### src/rtl/rcsc_pkg.sv
// Shared types, constants and helper functions for the colour space converter.
package rcsc_pkg;

  localparam int FRAC_BITS = 10;
  localparam int IN_W      = 8;
  localparam int MODE_W    = 4;
  localparam int OUT_W     = 21;
  localparam int QB        = OUT_W;
  localparam int NUM_W     = 37;
  localparam int DEN_W     = 27;
  localparam int COEF_W    = 28;
  localparam int X_W       = 10;
  localparam int SQ_W      = 16;
  localparam int CHAN_LAT  = QB + 2;

  localparam logic signed [OUT_W-1:0] OUT_MAX = {1'b0, {(OUT_W-1){1'b1}}};
  localparam logic signed [OUT_W-1:0] OUT_MIN = {1'b1, {(OUT_W-1){1'b0}}};

  typedef enum logic [MODE_W-1:0] {
    MODE_PASS   = 4'd0,
    MODE_CHROMA = 4'd1,
    MODE_RGBII  = 4'd2,
    MODE_XYZII  = 4'd3,
    MODE_OPP    = 4'd4,
    MODE_I3     = 4'd5,
    MODE_LSLM   = 4'd6,
    MODE_ZRG    = 4'd7,
    MODE_L3     = 4'd8
  } mode_t;

  typedef struct packed {
    logic signed [NUM_W-1:0] num;
    logic [DEN_W-1:0]        den;
  } chan_req_t;

  typedef struct packed {
    chan_req_t [2:0] ch;
    logic            opp;
  } req_t;

  // opponent mode: q ~ (m * C + half) >> OPP_P with C = 2^(FRAC+OPP_P) / sqrt(k)
  localparam int OPP_P   = 31 - FRAC_BITS;
  localparam int OPP_M_W = 10;
  localparam int OPP_C_W = 32;
  localparam int OPP_Q_W = OPP_M_W + FRAC_BITS;

  function automatic longint unsigned isqrt(input longint unsigned x);
    longint unsigned res;
    longint unsigned cand;
    res = 0;
    for (int i = 31; i >= 0; i--) begin
      cand = res | (64'd1 << i);
      if (cand * cand <= x) res = cand;
    end
    return res;
  endfunction

  localparam longint unsigned OPP_T2 = (64'd1 << 62) / 2;
  localparam longint unsigned OPP_T6 = (64'd1 << 62) / 6;
  localparam longint unsigned OPP_T3 = (64'd1 << 62) / 3;
  localparam logic [OPP_C_W-1:0] OPP_C2 = OPP_C_W'(isqrt(OPP_T2));
  localparam logic [OPP_C_W-1:0] OPP_C6 = OPP_C_W'(isqrt(OPP_T6));
  localparam logic [OPP_C_W-1:0] OPP_C3 = OPP_C_W'(isqrt(OPP_T3));

  localparam logic [1:0] CH_A = 2'd0;
  localparam logic [1:0] CH_B = 2'd1;
  localparam logic [1:0] CH_C = 2'd2;

endpackage

### src/rtl/rcsc_front.sv
// Front end: mode register, coefficient products and numerator/denominator build.
module rcsc_front (
  input  logic                  clk,
  input  logic                  rst,
  input  logic                  in_valid,
  input  logic [7:0]            red,
  input  logic [7:0]            green,
  input  logic [7:0]            blue,
  input  logic                  cfg_valid,
  output logic                  cfg_ready,
  input  logic [3:0]            cfg_data,
  output logic                  push,
  output rcsc_pkg::req_t        req
);
  import rcsc_pkg::*;

  localparam logic [DEN_W-1:0] D_ONE  = DEN_W'(1);
  localparam logic [DEN_W-1:0] D_TWO  = DEN_W'(2);
  localparam logic [DEN_W-1:0] D_THR  = DEN_W'(3);
  localparam logic [DEN_W-1:0] D_2K   = DEN_W'(2000);
  localparam logic [DEN_W-1:0] D_10K  = DEN_W'(10000);
  localparam logic [DEN_W-1:0] D_100M = DEN_W'(100000000);

  mode_t mode;
  mode_t mode1;
  logic  v1;

  logic signed [COEF_W-1:0]      coef [3][3];
  logic signed [X_W-1:0]         xs   [3];
  logic signed [COEF_W+X_W-1:0]  pf   [3][3];
  logic signed [8:0]             dif  [3];
  logic signed [17:0]            sqf  [3];

  logic signed [NUM_W-1:0] p1  [3][3];
  logic [SQ_W-1:0]         sq1 [3];
  logic [9:0]              s1;

  logic [DEN_W-1:0]        den [3];
  logic [SQ_W+1:0]         s2;

  assign cfg_ready = 1'b1;

  always_ff @(posedge clk) begin
    if (rst) begin
      mode <= MODE_PASS;
    end else if (cfg_valid) begin
      mode <= mode_t'(cfg_data);
    end
  end

  always_comb begin
    coef = '{default: '0};
    case (mode)
      MODE_PASS, MODE_CHROMA: coef = '{'{1, 0, 0}, '{0, 1, 0}, '{0, 0, 1}};
      MODE_RGBII: coef = '{'{1, 0, 0}, '{-5774, 7887, -2113}, '{-5774, -2113, 7887}};
      MODE_XYZII: coef = '{'{6070, 1740, 2000}, '{-901, 3631, -2730},
                           '{-4600, -1986, 6586}};
      MODE_OPP:   coef = '{'{1, -1, 0}, '{1, 1, -2}, '{1, 1, 1}};
      MODE_I3:    coef = '{'{1, 1, 1}, '{1, 0, -1}, '{-1, 2, -1}};
      MODE_LSLM:  coef = '{'{209, 715, 76}, '{209, 715, -924}, '{3148, -2799, -349}};
      MODE_ZRG:   coef = '{'{2018311, 12955342, 93918125}, '{1, 0, 0}, '{0, 1, 0}};
      default:    coef = '{default: '0};
    endcase
  end

  // LSLM works on 2x-1, i.e. twice the half-offset value
  always_comb begin
    if (mode == MODE_LSLM) begin
      xs[0] = signed'({1'b0, red, 1'b0}) - 10'sd1;
      xs[1] = signed'({1'b0, green, 1'b0}) - 10'sd1;
      xs[2] = signed'({1'b0, blue, 1'b0}) - 10'sd1;
    end else begin
      xs[0] = signed'({2'b00, red});
      xs[1] = signed'({2'b00, green});
      xs[2] = signed'({2'b00, blue});
    end
    dif[0] = signed'({1'b0, red})   - signed'({1'b0, green});
    dif[1] = signed'({1'b0, red})   - signed'({1'b0, blue});
    dif[2] = signed'({1'b0, green}) - signed'({1'b0, blue});
    for (int c = 0; c < 3; c++) begin
      sqf[c] = dif[c] * dif[c];
      for (int j = 0; j < 3; j++) begin
        pf[c][j] = coef[c][j] * xs[j];
      end
    end
  end

  always_ff @(posedge clk) begin
    if (rst) begin
      v1 <= 1'b0;
    end else begin
      v1 <= in_valid;
    end
  end

  always_ff @(posedge clk) begin
    mode1 <= mode;
    s1    <= 10'(red) + 10'(green) + 10'(blue);
    for (int c = 0; c < 3; c++) begin
      sq1[c] <= sqf[c][SQ_W-1:0];
      for (int j = 0; j < 3; j++) begin
        p1[c][j] <= pf[c][j][NUM_W-1:0];
      end
    end
  end

  assign s2 = (SQ_W+2)'(sq1[0]) + (SQ_W+2)'(sq1[1]) + (SQ_W+2)'(sq1[2]);

  always_comb begin
    den = '{default: D_ONE};
    case (mode1)
      MODE_PASS:   den = '{D_ONE, D_ONE, D_ONE};
      MODE_CHROMA: den = '{default: (s1 == '0) ? D_ONE : DEN_W'(s1)};
      MODE_RGBII:  den = '{D_ONE, D_10K, D_10K};
      MODE_XYZII:  den = '{D_10K, D_10K, D_10K};
      MODE_OPP:    den = '{D_ONE, D_ONE, D_ONE};
      MODE_I3:     den = '{D_THR, D_TWO, D_TWO};
      MODE_LSLM:   den = '{D_2K, D_2K, D_2K};
      MODE_ZRG:    den = '{D_100M, D_ONE, D_ONE};
      MODE_L3:     den = '{default: (s2 == '0) ? D_ONE : DEN_W'(s2)};
      default:     den = '{D_ONE, D_ONE, D_ONE};
    endcase
  end

  always_ff @(posedge clk) begin
    if (rst) begin
      push <= 1'b0;
    end else begin
      push <= v1;
    end
  end

  always_ff @(posedge clk) begin
    req.opp <= (mode1 == MODE_OPP);
    for (int c = 0; c < 3; c++) begin
      req.ch[c].den <= den[c];
      if (mode1 == MODE_L3) begin
        req.ch[c].num <= signed'(NUM_W'(sq1[c]));
      end else begin
        req.ch[c].num <= p1[c][0] + p1[c][1] + p1[c][2];
      end
    end
  end

endmodule

### config.mk
export PLATFORM = sky130hd
export DESIGN_NAME = rcsc_front
export DESIGN_NICKNAME = d
export VERILOG_FILES = /design/src/rtl/rcsc_pkg.sv /design/src/rtl/rcsc_front.sv
export SDC_FILE = /design/constraint.sdc
export NUM_CORES = 2
export LEC_CHECK = 0
export BUFFER_PORTS_ARGS = -buffer_cell sky130_fd_sc_hd__buf_2
export CAP_MARGIN = 20
export CORE_UTILIZATION = 39
export CTS_BUF_LIST = sky130_fd_sc_hd__clkbuf_4 sky130_fd_sc_hd__clkbuf_8
export DETAILED_ROUTE_END_ITERATION = 8
export HOLD_SLACK_MARGIN = 0.05
export PLACE_DENSITY_LB_ADDON = 0.25
export SLEW_MARGIN = 20
export SYNTH_ARGS = -nofsm -noshare
export SYNTH_HDL_FRONTEND = slang
export SYNTH_SLANG_ARGS = --single-unit
### constraint.sdc
create_clock -name clk -period 11.6 [get_ports clk]
set_clock_uncertainty 0.15 [all_clocks]
set_input_delay 2.32 -clock clk [delete_from_list [all_inputs] [get_ports clk]]
set_output_delay 2.32 -clock clk [all_outputs]
set_load 0.005 [all_outputs]
==> run_results.csv <==
group,metric,value,unit
worst_hold_path,timing.hold.worst_path_depth,1,
grt,grt_usage,22.79,%
clocking,tritoncts.num_buffers,110,
critical_path,crit-reg2reg-capture,"p1[2][27]",
critical_path,worst-endpoint-required,12190,ps
grt,pin_count_of_the_biggest_net_entering_global_routing,56,
place,gp_congestion,0.9515,
pwr,p_comb_share,69.6,%
place,port_buffers,205,
run_status,status,"complete, no violations",
routing,route.top_layer_used,"met5",
yosys,yosys-top-cells-area,"fa_1 36%, ha_1 16%, dfxtp_1 15%, inv_1 8.8%, nor2_1 3.4%",
clocking,hold_buffers,0,
sta,slew_violations,0,
sta,finalSetupViolCount,0,
yosys,async_reset_ff_share,0,%
clocking,clkSlewWorstSetupHoldPaths,60,ps
critical_path,rr_startpoint,"mode[1]",
yosys,synthFlopType,"dfxtp_1",
pwr,power.leakage,45.30,nW
critical_path,worstSetupPathType,"in2reg",
pwr,worst_ir_drop_vdd,316.3,uV
floorplanning,placement_rows,163,
yosys,ys_ff_latch,574,
sta,rsz0062_at_grt,"no",
clocking,root_buffer,"clkbuf_8",
layout,nFillCells,19460,
critical_path,critical_path.startpoint_type,"input port",
job,timing.max_cap.violations,0,
routing,routed_length_per_placed_instance,20.19,um
floorplanning,chipHeight,449.0,um
sta,fmax,107.0,MHz
floorplanning,core_region_area,0.1978,sq mm
yosys,syn_avg_cell_area,9.516,sq um
grt,grt_pass1_wl,350.4,mm
yosys,syn-instance-count,8190,
layout,mostFrequentLayoutCells,"1,832 x inv_1, 1,384 x fa_1, 1,012 x ha_1, 705 x nor2_1, 573 x dfxtp_1",
yosys,ys_types,86,
worst_hold_path,holdCritPathClass,"reg2reg",
sta,worst_slew_margin,21.88,%
sta,timing_hold_violations_final,0,
yosys,synth_seq_area_share,14.74,%
layout,final-seq-area,0.01149,sq mm
routing,met1Wirelength,99.13,mm
pwr,p_int,9.822,mW
critical_path,critPathArrivalTime,9930,ps
critical_path,critPathLaunch,"blue[1]",
critical_path,critical_path_peak_fanout,13,
yosys,post-synth-top-area-fraction,35.55,%
critical_path,critical_path.endpoint_type,"flip-flop",
layout,layout-area-overhead-vs-synth,8.774,%
routing,drt.antenna.violating_nets,0,
floorplanning,pin_count,227,
routing,totalWireLength,225.5,mm
clocking,cts.sink_count,574,
floorplanning,dieWidth,449.0,um
pwr,power.clock.fraction,12.7,%
floorplanning,fp.dieArea,0.2016,sq mm
clocking,cts_tree,"yes",
clocking,htree_num_levels,3,
pwr,power.net_switching,9.025,mW
routing,post-route-drc-count,0,
grt,antenna_found_initial,16,
routing,routed_via_density,4.949,
sta,finalSetupTns,0,ps
routing,wl_met3,12.83,mm
clocking,cts.repair_timing.setup_buffer_count,0,
layout,final_layout_size_suffix_gt1_share,6.587,%
yosys,syn-cell-area,0.07793,sq mm
floorplanning,floorplan.initialDensity,39.40,%
layout,multiInputGateArea,0.05875,sq mm
pwr,powerDensity,222.3,mW/mm^2
sta,timing.final.crit_period,9344,ps
clocking,cts.repair.resized,0,
routing,route.met2.wl,104.0,mm
critical_path,regToRegSetupSlack,3030,ps
yosys,number_of_flops_mapped_to_enable_cells_by_yosys,0,
pwr,p_seq_share,17.7,%
worst_hold_path,min_delay_worst_endpoint,"push",
grt,grt_pass1_vias,58970,
worst_hold_path,min_from,"v1",
sta,fin_crit_sh,80.55,%
routing,vias,55260,
place,dp_slack,1498,ps
routing,detailedRoute.firstIterationViolations,3499,
sta,tightest_slew,1168,ps
routing,drt_pre_antenna_iters,6,
layout,layout.cells.most_common,"inv_1",
pwr,design_power_total,18.85,mW
sta,post-route-worst-setup-slack,2256,ps
clocking,clk_path_buf_depth,3,
place,hpwl,196.7,mm
yosys,yosys_warnings,0,
critical_path,length_in_cells_of_the_worst_reg_to_reg_path,21,
grt,overflow,0,
layout,finish.net_count,10850,
clocking,worstSkewPairLatency,890,ps
yosys,synth_top_area_cell,"fa_1",
pwr,power.share.switching,47.89,%
layout,finish.utilization,42.85,%
metrics by stage:
step | hold slack, ps | instance area [sq um] | cells
global placement | 266.6 | 82110 | 10950
finish | 289.5 | 84770 | 11170
floorplan | 200.3 | 78030 | 8215
detailed placement | 284.6 | 82120 | 10950
global route | 301.0 | 84760 | 11160
CTS | 297.7 | 84750 | 11160
worst max-delay path by stage:
stage,to
2_1_floorplan,p1[1][26]
3_3_place_gp,p1[0][35]
3_5_place_dp,p1[0][35]
4_1_cts,p1[0][35]
5_1_grt,p1[2][27]
6_report,p1[0][35]
state kept, by name, summed over array words and instances, names as in the netlist, named ones only:
signal	cells
p1	333
v1	1
req	140
s1	10
push	1
mode	4
mode1	4
sq1	45
cells by family (layout without fill, tap and decap cells):
group           Yosys count  after routing  synth area share, %
fa+ha+maj              2396           2396                51.80
buf+inv                2038           2340                10.09
xor+xnor                426            426                4.787
compound gates         1095           1095                8.981
other cells               2             36             0.009636
simple gates           1650           1650                9.471
flops                   574            574                14.74
mux                       9              9               0.1204
power groups by stage:
stage / sequential [mW] / combinational, mW / clock, mW
CTS: 3.35 / 13.2 / 2.46
global route: 3.39 / 14.8 / 2.54
global placement: 3.39 / 13.0 / 0
finish: 3.33 / 13.1 / 2.39
detailed placement: 3.39 / 13.1 / 0
floorplan: 3.16 / 9.54 / 0
worst max-delay path: stages:
cell and delay [ps]:
buf_2 160, inv_1 220, ha_1 230, and3_1 250, a31oi_1 100, a21oi_1 180, a21o_1 850, nor2_1 220
fa_1 580, inv_1 50, fa_1 450, fa_1 490, inv_1 50, fa_1 510, fa_1 420, ha_1 310
o21ai_1 80, a21boi_1 270, nand2_1 130, o41ai_1 950, a311oi_1 330, o21a_1 310, o21ai_1 170, a221oi_1 110
xnor2_1 140
per-layer routing:
layer / up-vias / global-route usage [%]
li1: 25950 / -
met1: 27510 / 30.27
met2: 1454 / 37.32
met3: 332 / 3.604
met4: 6 / 8.463
met5: - / 0
cells in the mapped netlist, types with 80 or more instances:
cell type  instances
dfxtp_1          574
nand2_1          425
nand2b_1         114
fa_1            1384
o21ai_0          121
xnor2_1          300
xor2_1           126
ha_1            1012
nor2b_1           81
inv_1           1832
o21bai_1          80
a21o_1           170
nor2_1           707
a21oi_1          353
clkbuf_1         118
final cells by class:
cell class              count  share of cell area (%)
well taps                2640                   3.897
multi-input cells        5603                   69.30
repair buffers            289                   1.954
clock buffers             155                   2.362
flip-flops and latches    574                   13.56
inverters                1844                   8.165
diodes                      9                 0.02657
clock inverters            52                  0.7409
(Power assumes the default switching activity.)
