[src/rtl/rcsc_pkg.sv]
// Shared types, constants and helper functions for the colour space converter.
package rcsc_pkg;

  localparam int FRAC_BITS = 10;
  localparam int IN_W      = 8;
  localparam int MODE_W    = 4;
  localparam int OUT_W     = 21;
  localparam int QB        = OUT_W;
  localparam int NUM_W     = 37;
  localparam int DEN_W     = 27;
  localparam int COEF_W    = 28;
  localparam int X_W       = 10;
  localparam int SQ_W      = 16;
  localparam int CHAN_LAT  = QB + 2;

  localparam logic signed [OUT_W-1:0] OUT_MAX = {1'b0, {(OUT_W-1){1'b1}}};
  localparam logic signed [OUT_W-1:0] OUT_MIN = {1'b1, {(OUT_W-1){1'b0}}};

  typedef enum logic [MODE_W-1:0] {
    MODE_PASS   = 4'd0,
    MODE_CHROMA = 4'd1,
    MODE_RGBII  = 4'd2,
    MODE_XYZII  = 4'd3,
    MODE_OPP    = 4'd4,
    MODE_I3     = 4'd5,
    MODE_LSLM   = 4'd6,
    MODE_ZRG    = 4'd7,
    MODE_L3     = 4'd8
  } mode_t;

  typedef struct packed {
    logic signed [NUM_W-1:0] num;
    logic [DEN_W-1:0]        den;
  } chan_req_t;

  typedef struct packed {
    chan_req_t [2:0] ch;
    logic            opp;
  } req_t;

  // opponent mode: q ~ (m * C + half) >> OPP_P with C = 2^(FRAC+OPP_P) / sqrt(k)
  localparam int OPP_P   = 31 - FRAC_BITS;
  localparam int OPP_M_W = 10;
  localparam int OPP_C_W = 32;
  localparam int OPP_Q_W = OPP_M_W + FRAC_BITS;

  function automatic longint unsigned isqrt(input longint unsigned x);
    longint unsigned res;
    longint unsigned cand;
    res = 0;
    for (int i = 31; i >= 0; i--) begin
      cand = res | (64'd1 << i);
      if (cand * cand <= x) res = cand;
    end
    return res;
  endfunction

  localparam longint unsigned OPP_T2 = (64'd1 << 62) / 2;
  localparam longint unsigned OPP_T6 = (64'd1 << 62) / 6;
  localparam longint unsigned OPP_T3 = (64'd1 << 62) / 3;
  localparam logic [OPP_C_W-1:0] OPP_C2 = OPP_C_W'(isqrt(OPP_T2));
  localparam logic [OPP_C_W-1:0] OPP_C6 = OPP_C_W'(isqrt(OPP_T6));
  localparam logic [OPP_C_W-1:0] OPP_C3 = OPP_C_W'(isqrt(OPP_T3));

  localparam logic [1:0] CH_A = 2'd0;
  localparam logic [1:0] CH_B = 2'd1;
  localparam logic [1:0] CH_C = 2'd2;

endpackage

[src/rtl/rcsc_queue.sv]
// Two-entry request queue between the front end and the channel units.
module rcsc_queue (
  input  logic            clk,
  input  logic            rst,
  input  logic            push,
  input  rcsc_pkg::req_t  wdata,
  input  logic            pop,
  output rcsc_pkg::req_t  rdata,
  output logic            nonempty,
  output logic            full
);
  import rcsc_pkg::*;

  req_t       entry [2];
  logic       wptr;
  logic       rptr;
  logic [1:0] count;
  logic       do_pop;

  assign do_pop   = pop && (count != 2'd0);
  assign nonempty = (count != 2'd0);
  assign full     = (count == 2'd2);
  assign rdata    = entry[rptr];

  always_ff @(posedge clk) begin
    if (rst) begin
      wptr  <= 1'b0;
      rptr  <= 1'b0;
      count <= 2'd0;
    end else begin
      if (push && !full) wptr <= ~wptr;
      if (do_pop) rptr <= ~rptr;
      count <= count + 2'(push && !full) - 2'(do_pop);
    end
  end

  always_ff @(posedge clk) begin
    if (push && !full) entry[wptr] <= wdata;
  end

  assert property (@(posedge clk) disable iff (rst) push |=> nonempty)
    else $error("request lost on push");
  assert property (@(posedge clk) disable iff (rst) (full && !pop) |=> full)
    else $error("queue drained without pop");
  assert property (@(posedge clk) disable iff (rst) !(count == 2'd3))
    else $error("queue count out of range");

endmodule

[config.mk]
export PLATFORM = sky130hd
export DESIGN_NAME = rcsc_queue
export DESIGN_NICKNAME = d
export VERILOG_FILES = /design/src/rtl/rcsc_pkg.sv /design/src/rtl/rcsc_queue.sv
export SDC_FILE = /design/constraint.sdc
export NUM_CORES = 1
export LEC_CHECK = 0
export BUFFER_PORTS_ARGS = -buffer_cell sky130_fd_sc_hd__buf_2
export CORE_ASPECT_RATIO = 0.6
export CORE_MARGIN = 2
export CORE_UTILIZATION = 55
export DETAILED_ROUTE_END_ITERATION = 8
export PLACE_DENSITY = 0.9
export SETUP_SLACK_MARGIN = 0.2
export SLEW_MARGIN = 30
export SYNTH_ARGS = -nofsm -noshare
export SYNTH_HDL_FRONTEND = slang
export SYNTH_SLANG_ARGS = --single-unit
export TNS_END_PERCENT = 30
[constraint.sdc]
create_clock -name clk -period 9.9 [get_ports clk]
set_input_delay 0 -clock clk [delete_from_list [all_inputs] [get_ports clk]]
set_output_delay 0 -clock clk [all_outputs]
set_load 0.1 [all_outputs]
==> results.json, run 1 <==
{
  "maxSlewHeadroom": 0.3651,
  "path_delay_family": "buffers and inverters",
  "root_buffer": "clkbuf_16",
  "grt_pass1_wl_mm": 55.01,
  "finalNetCount": 1436,
  "powerDensity_nw_per_um2": 318.9,
  "rsz0062_at_grt": "no",
  "multi_input_area_um2": 2296,
  "fillers": 1287,
  "cp_slowest_cell": "buf_4",
  "yosysSeqAreaShare": 0.8225,
  "wl_per_cell_um": 24.15,
  "synth_cell_type_count": 20,
  "drt-initial-drc-count": 797,
  "ir_worst_vdd_uv": 303.6,
  "die_x_um": 211.5,
  "finalClockSkew_ns": 0.01507,
  "cp-end-kind": "output pin",
  "syn_area_um2": 14210,
  "critical_path_class": "reg2out",
  "portBuffers": 391,
  "die_y_um": 128.5,
  "clock_latency_ns": 0.53,
  "finalCriticalPeriod_ns": 2.913,
  "cts.htree.levels": 2,
  "coreArea_um2": 25340,
  "ctsResizeCount": 0,
  "start_util": 0.5610,
  "setup_viol": 0,
  "cp.arrival_ns": 2.91,
  "dr.pass1.iters": 5,
  "grt_start_max_net_pins": 121,
  "grt_pass1_vias": 9298,
  "drtAntennaViolNets": 0,
  "finalCritPeriodShare": 0.2943,
  "mostFrequentLayoutCells": "391 x buf_2, 386 x edfxtp_1, 197 x dlygate4sd3_1, 193 x mux2_2, 37 x clkbuf_16",
  "yosysWarningCount": 0,
  "fmax_ghz": 0.3433,
  "tightest_slew_ns": 0.9524,
  "status": "completed",
  "area_growth_pct": 37.98,
  "synth.avg_cell_area_um2": 22.71,
  "maxCapViolCount": 0,
  "routed_via_density": 5.370,
  "critPathMaxStageDelay_ns": 0.66,
  "hold_viol": 0,
  "grt_use_total": 0.2765,
  "crit_chain": "buf_16 > buf_4 > mux2_2 > buf_2",
  "wl_mm": 38.43,
  "drive_above_1_share": 0.5123,
  "die_area_um2": 27190,
  "hpwl_mm": 19.60,
  "path_clk_slew_ns": 0.08,
  "place.gp.congestion": 0.7556,
  "numCtsBuffers": 35,
  "report.power.total_w": 0.006254,
  "critPathRequiredTime_ns": 9.90,
  "p_leak_nw": 7.419,
  "tritoncts": "yes",
  "critPathMaxFanout": 55,
  "drc": 0,
  "synth_nets": 825,
  "ys_seq_elements": 391,
  "synth_cells": 626,
  "finalSetupTns_ns": 0,
  "ff_latch_area_um2": 11700,
  "hp-class": "in2reg",
  "crit_path_start_kind": "flop",
  "path_buf_inv": 3,
  "rows": 45,
  "slew_violations": 0,
  "cts_buffer_depth": 3,
  "grt-ovfl-total": 0,
  "cts.sinks": 391,
  "via_count": 8544,
  "boundaryPins": 392,
  "antenna_found_initial": 4,
  "layout_commonest_cell": "buf_2"
}
==> final timing paths <==
check / end / from / cells past startpoint / slack (ns)
worst max-delay path: rdata[182] / flop / 4 / 6.99
worst min-delay path: entry[0][93] / wdata[93] / 2 / 0.21
worst max register to register: entry[0][29] / count[0] / 6 / 7.00
worst min register to register: wptr / wptr / 2 / 0.51
==> what timing repair did <==
item,4_1_cts,5_1_grt
hold endpoints to repair,391,0
buffers inserted,0,0
hold buffers,197,0
==> where the power goes <==
part	leakage, nW	internal (W)	total (W)	switching, W
logic	3.20	0.000505	0.00271	0.00220
clock network	0.572	0.000811	0.00142	0.000607
registers	3.65	0.00206	0.00213	0.0000708
==> worst register-to-register path, cell delays in order, from the launching register on <==
cell and delay, ns:
dfxtp_1 0.37, nand2b_2 0.16, inv_1 0.06, or3_1 0.42
inv_8 0.63, buf_4 0.63, buf_12 0.31
==> metrics by stage <==
stage                     utilization  area, um2  setup slack (ns)  cells  hold WS, ns
after global routing           0.7741      19610             6.786   1591       0.1888
after global placement         0.6480      16420             6.966   1330       0.1873
after floorplan                     -      14210             4.295    626      0.06907
final                          0.7741      19610             6.987   1591       0.2053
after CTS                      0.7718      19550             6.654   1586       0.1693
after detailed placement       0.6480      16420             6.922   1330       0.1911
==> flip-flops by register name, summed over array words and instances (netlist names), named ones only <==
| register | count |
|---|---|
| entry | 386 |
| count | 2 |
| rptr | 1 |
| wptr | 1 |
==> cell families after synthesis <==
family	synth area share
muxes	0.1529
and+or+nand+nor	0.003434
adders and majority gates	0.001760
buffers and inverters	0.01628
DFF	0.8225
AOI/OAI and AO/OA	0.001232
xor gates and xnor gates	0.001849
==> layer usage <==
layer	track usage	wire length [um]	vias to the layer above
met5	0	13	-
met4	0.09445	1131	2
met3	0.09104	3785	86
met2	0.4930	19770	514
met1	0.3178	13730	4230
li1	-	-	3712
==> area by class of cell <==
class,count,area share
timing repair buffer,595,0.2048
multi-input combinational,210,0.1171
inverter,4,0.001148
clock buffer,39,0.04759
antenna,3,0.0003828
tap,329,0.02099
clock inverter,20,0.01167
sequential,391,0.5963
==> cells in the mapped netlist (all sizes together) <==
master,number,area [um2]
dfxtp,5,100.1
nor2b,1,6.260
nand2b,1,8.760
and3,1,6.260
buf,21,216.5
xnor2,2,17.52
edfxtp,386,11590
xor2,1,8.760
inv,4,15.01
o21ai,1,5.000
nand2,1,3.750
ha,2,25.02
nor2,3,11.26
o21a,1,7.510
a21oi,1,5.000
or2,1,6.260
mux2,193,2173
or3,1,6.260
No activity file was read; power rests on OpenSTA's default activity.
==> inputs of run 2 (changes only) <==
--- a/config.mk
+++ b/config.mk
@@ -5,12 +5,13 @@
 export SDC_FILE = /design/constraint.sdc
 export NUM_CORES = 1
 export LEC_CHECK = 0
+export ABC_AREA = 1
 export BUFFER_PORTS_ARGS = -buffer_cell sky130_fd_sc_hd__buf_2
 export CORE_ASPECT_RATIO = 0.6
 export CORE_MARGIN = 2
-export CORE_UTILIZATION = 55
+export CORE_UTILIZATION = 52
 export DETAILED_ROUTE_END_ITERATION = 8
-export PLACE_DENSITY = 0.9
+export PLACE_DENSITY = 0.86
 export SETUP_SLACK_MARGIN = 0.2
 export SLEW_MARGIN = 30
 export SYNTH_ARGS = -nofsm -noshare
==> constraint.sdc (replaced) <==
create_clock -name clk -period 3 [get_ports clk]
set_input_delay 0 -clock clk [delete_from_list [all_inputs] [get_ports clk]]
set_output_delay 0 -clock clk [all_outputs]
set_load 0.1 [all_outputs]
==> run 2 against run 1 <==
Via count increased by 0.26%. Clock-buffer cell count increased by 5. Synthesized cell count increased by 1.9%. Design area increased by 0.94%. Die area increased by 5.7%. Clock skew decreased by 0.0026 ns. Clock power increased to 3.3 times the previous value. Highest routed layer unchanged.
==> results.json, run 2 <==
{
  "via_count": 8566,
  "finalNetCount": 1454,
  "ys_seq_elements": 391,
  "tightest_slew_ns": 0.6125,
  "layout_commonest_cell": "buf_2",
  "critPathMaxStageDelay_ns": 0.57,
  "holdWs_ns": 0.2158,
  "wl_per_cell_um": 22.12,
  "antenna_found_initial": 5,
  "numCtsBuffers": 35,
  "yosysWarningCount": 0,
  "portBuffers": 391,
  "coreArea_um2": 26650,
  "cts.sinks": 391,
  "crit_path_start_kind": "flop",
  "powerDensity_nw_per_um2": 1052,
  "ys.flop_type": "edfxtp_1",
  "regMostFlops": "entry",
  "crit_end": "rdata[188]",
  "die_y_um": 132.1,
  "clock_latency_ns": 0.51,
  "boundaryPins": 392,
  "setup_viol": 0,
  "cp_slowest_cell": "dfxtp_4",
  "finalCritPeriodShare": 0.7809,
  "grt_use_total": 0.2487,
  "synth_edf_count": 386,
  "hold_viol": 0,
  "mostFrequentLayoutCells": "391 x buf_2, 386 x edfxtp_1, 196 x dlygate4sd3_1, 193 x mux2_2, 37 x clkbuf_16",
  "synth.avg_cell_area_um2": 22.30,
  "critPathMaxFanout": 91,
  "fmax_ghz": 0.4268,
  "syn_area_um2": 14230,
  "die_area_um2": 28740,
  "largest_reg_flops": 386,
  "hpwl_mm": 20.35,
  "synth_nets": 837,
  "maxSlewHeadroom": 0.5908,
  "drtAntennaViolNets": 0,
  "crit_chain": "buf_12 > mux2_2 > buf_2",
  "drive_above_1_share": 0.5129,
  "rrSetupSlack_ns": 1.12,
  "slew_violations": 0,
  "critical_path_class": "reg2out",
  "path_clk_slew_ns": 0.07,
  "routed_via_density": 5.207,
  "synth_cells": 638,
  "ir_worst_vdd_uv": 852.4,
  "dp.cells": 1382,
  "rows": 46,
  "yosysSeqAreaShare": 0.8217,
  "p_leak_nw": 7.485,
  "cts.htree.levels": 2,
  "grt-ovfl-total": 0,
  "rsz0062_at_grt": "no",
  "critPathRequiredTime_ns": 3.00,
  "finalNonFillerCells": 1645,
  "synth_cell_type_count": 12,
  "synthArstFlopShare": 0,
  "tritoncts": "yes",
  "die_x_um": 217.6,
  "drt-initial-drc-count": 613,
  "cp.arrival_ns": 2.34,
  "reg2regPathDepth": 4,
  "yosysMostFrequentCell": "edfxtp_1",
  "maxCapViolCount": 0,
  "worstReg2RegStart": "count[1]",
  "cp-end-kind": "output pin",
  "reg2reg_to": "entry[1][161]",
  "hp-class": "in2reg",
  "dpl_cell_area_um2": 16650,
  "fin_area_um2": 19800,
  "synth_top_area_cell": "edfxtp_1",
  "root_buffer": "clkbuf_16",
  "grt_pass1_wl_mm": 53.81,
  "dr.pass1.iters": 4,
  "finalCriticalPeriod_ns": 2.343,
  "grt_pass1_vias": 9217,
  "fillers": 1438,
  "status": "completed",
  "synth.top_cells.by_area": "edfxtp_1 81%, mux2_2 15%, buf_6 1.3%",
  "start_util": 0.5339,
  "drc": 0,
  "area_growth_pct": 39.14,
  "wl_mm": 36.39,
  "grt_start_max_net_pins": 92,
  "synth_top_cell_area_share": 0.8146,
  "ctsResizeCount": 0,
  "reg.largest.list": "entry: 386 flops, count: 2 flops",
  "synthTopCellsByCount": "386 x edfxtp_1, 193 x mux2_2, 17 x buf_6",
  "finalClockSkew_ns": 0.01250,
  "place.gp.congestion": 0.8386,
  "cts_buffer_depth": 3,
  "finalSetupTns_ns": 0
}
==> run 2: changes by cell type in the layout (fill, tap and decap cells not counted), moves of 3 or more <==
cell | before | now
buf_12 | 1 | 8
clkinv_1 | 8 | 5
clkinvlp_4 | 0 | 3
inv_1 | 3 | 7
nor2_1 | 3 | 8
nand2_1 | 1 | 6
clkbuf_1 | 2 | 7
==> run 2: repair_timing <==
item | 4_1_cts | 5_1_grt
hold endpoints to repair | 394 | 0
hold buffers | 196 | 0
buffers inserted | 0 | 0
==> run 2: worst min-delay path by stage <==
stage	start	endpoint	slack, ns	cells after the start
after floorplan	rst	count[0]	0.06	1
after global placement	rst	count[0]	0.17	2
after detailed placement	rst	count[0]	0.17	2
after CTS	rst	count[0]	0.18	3
after global routing	wdata[73]	entry[1][73]	0.20	2
final	wdata[3]	entry[1][3]	0.22	2
==> run 2: kinds of logic after synthesis <==
logic type / synth area share
adders and majority gates: 0.001758
AOI/OAI and AO/OA: 0.0007035
buffers and inverters: 0.01759
muxes: 0.1527
and+or+nand+nor: 0.005540
DFF: 0.8217
==> run 2: routing by layer <==
metal / up-vias / track usage / wire length (um)
met2: 421 / 0.4505 / 19040
met5: - / 0 / 13
met1: 4309 / 0.2934 / 13630
met3: 69 / 0.06251 / 2861
met4: 2 / 0.07268 / 845
li1: 3765 / - / -
==> run 2: layout make-up <==
class                   count  area [um2]  share of cell area
clock inverters            19       222.7             0.01125
well taps                 360       450.4             0.02275
flip-flops and latches    391       11700              0.5908
clock buffers              44       952.2             0.04809
diodes                      4       10.01           0.0005056
multi-input cells         217        2305              0.1164
repair buffers            601        4124              0.2083
inverters                   9       37.54            0.001896
==> run 2: stage by stage <==
stage	total power (W)	worst slack, ns	util
after global routing	0.02137	0.5722	0.7428
after global placement	0.01589	1.198	0.6248
after CTS	0.02078	0.6279	0.7426
after detailed placement	0.01598	1.130	0.6248
after floorplan	0.01474	-0.8022	-
final	0.02082	0.6572	0.7429
==> run 2: report_power, final <==
part | internal, W | switching [W]
combinational | 0.00169 | 0.00736
clock | 0.00270 | 0.00192
sequential | 0.00691 | 0.000249
total | 0.0113 | 0.00953
==> run 2: worst max-delay path, delay by kind of cell, from the launching register on <==
family / cells / cell delay (ns)
buf+inv: 2 / 0.70
flops: 1 / 0.57
mux: 1 / 0.42
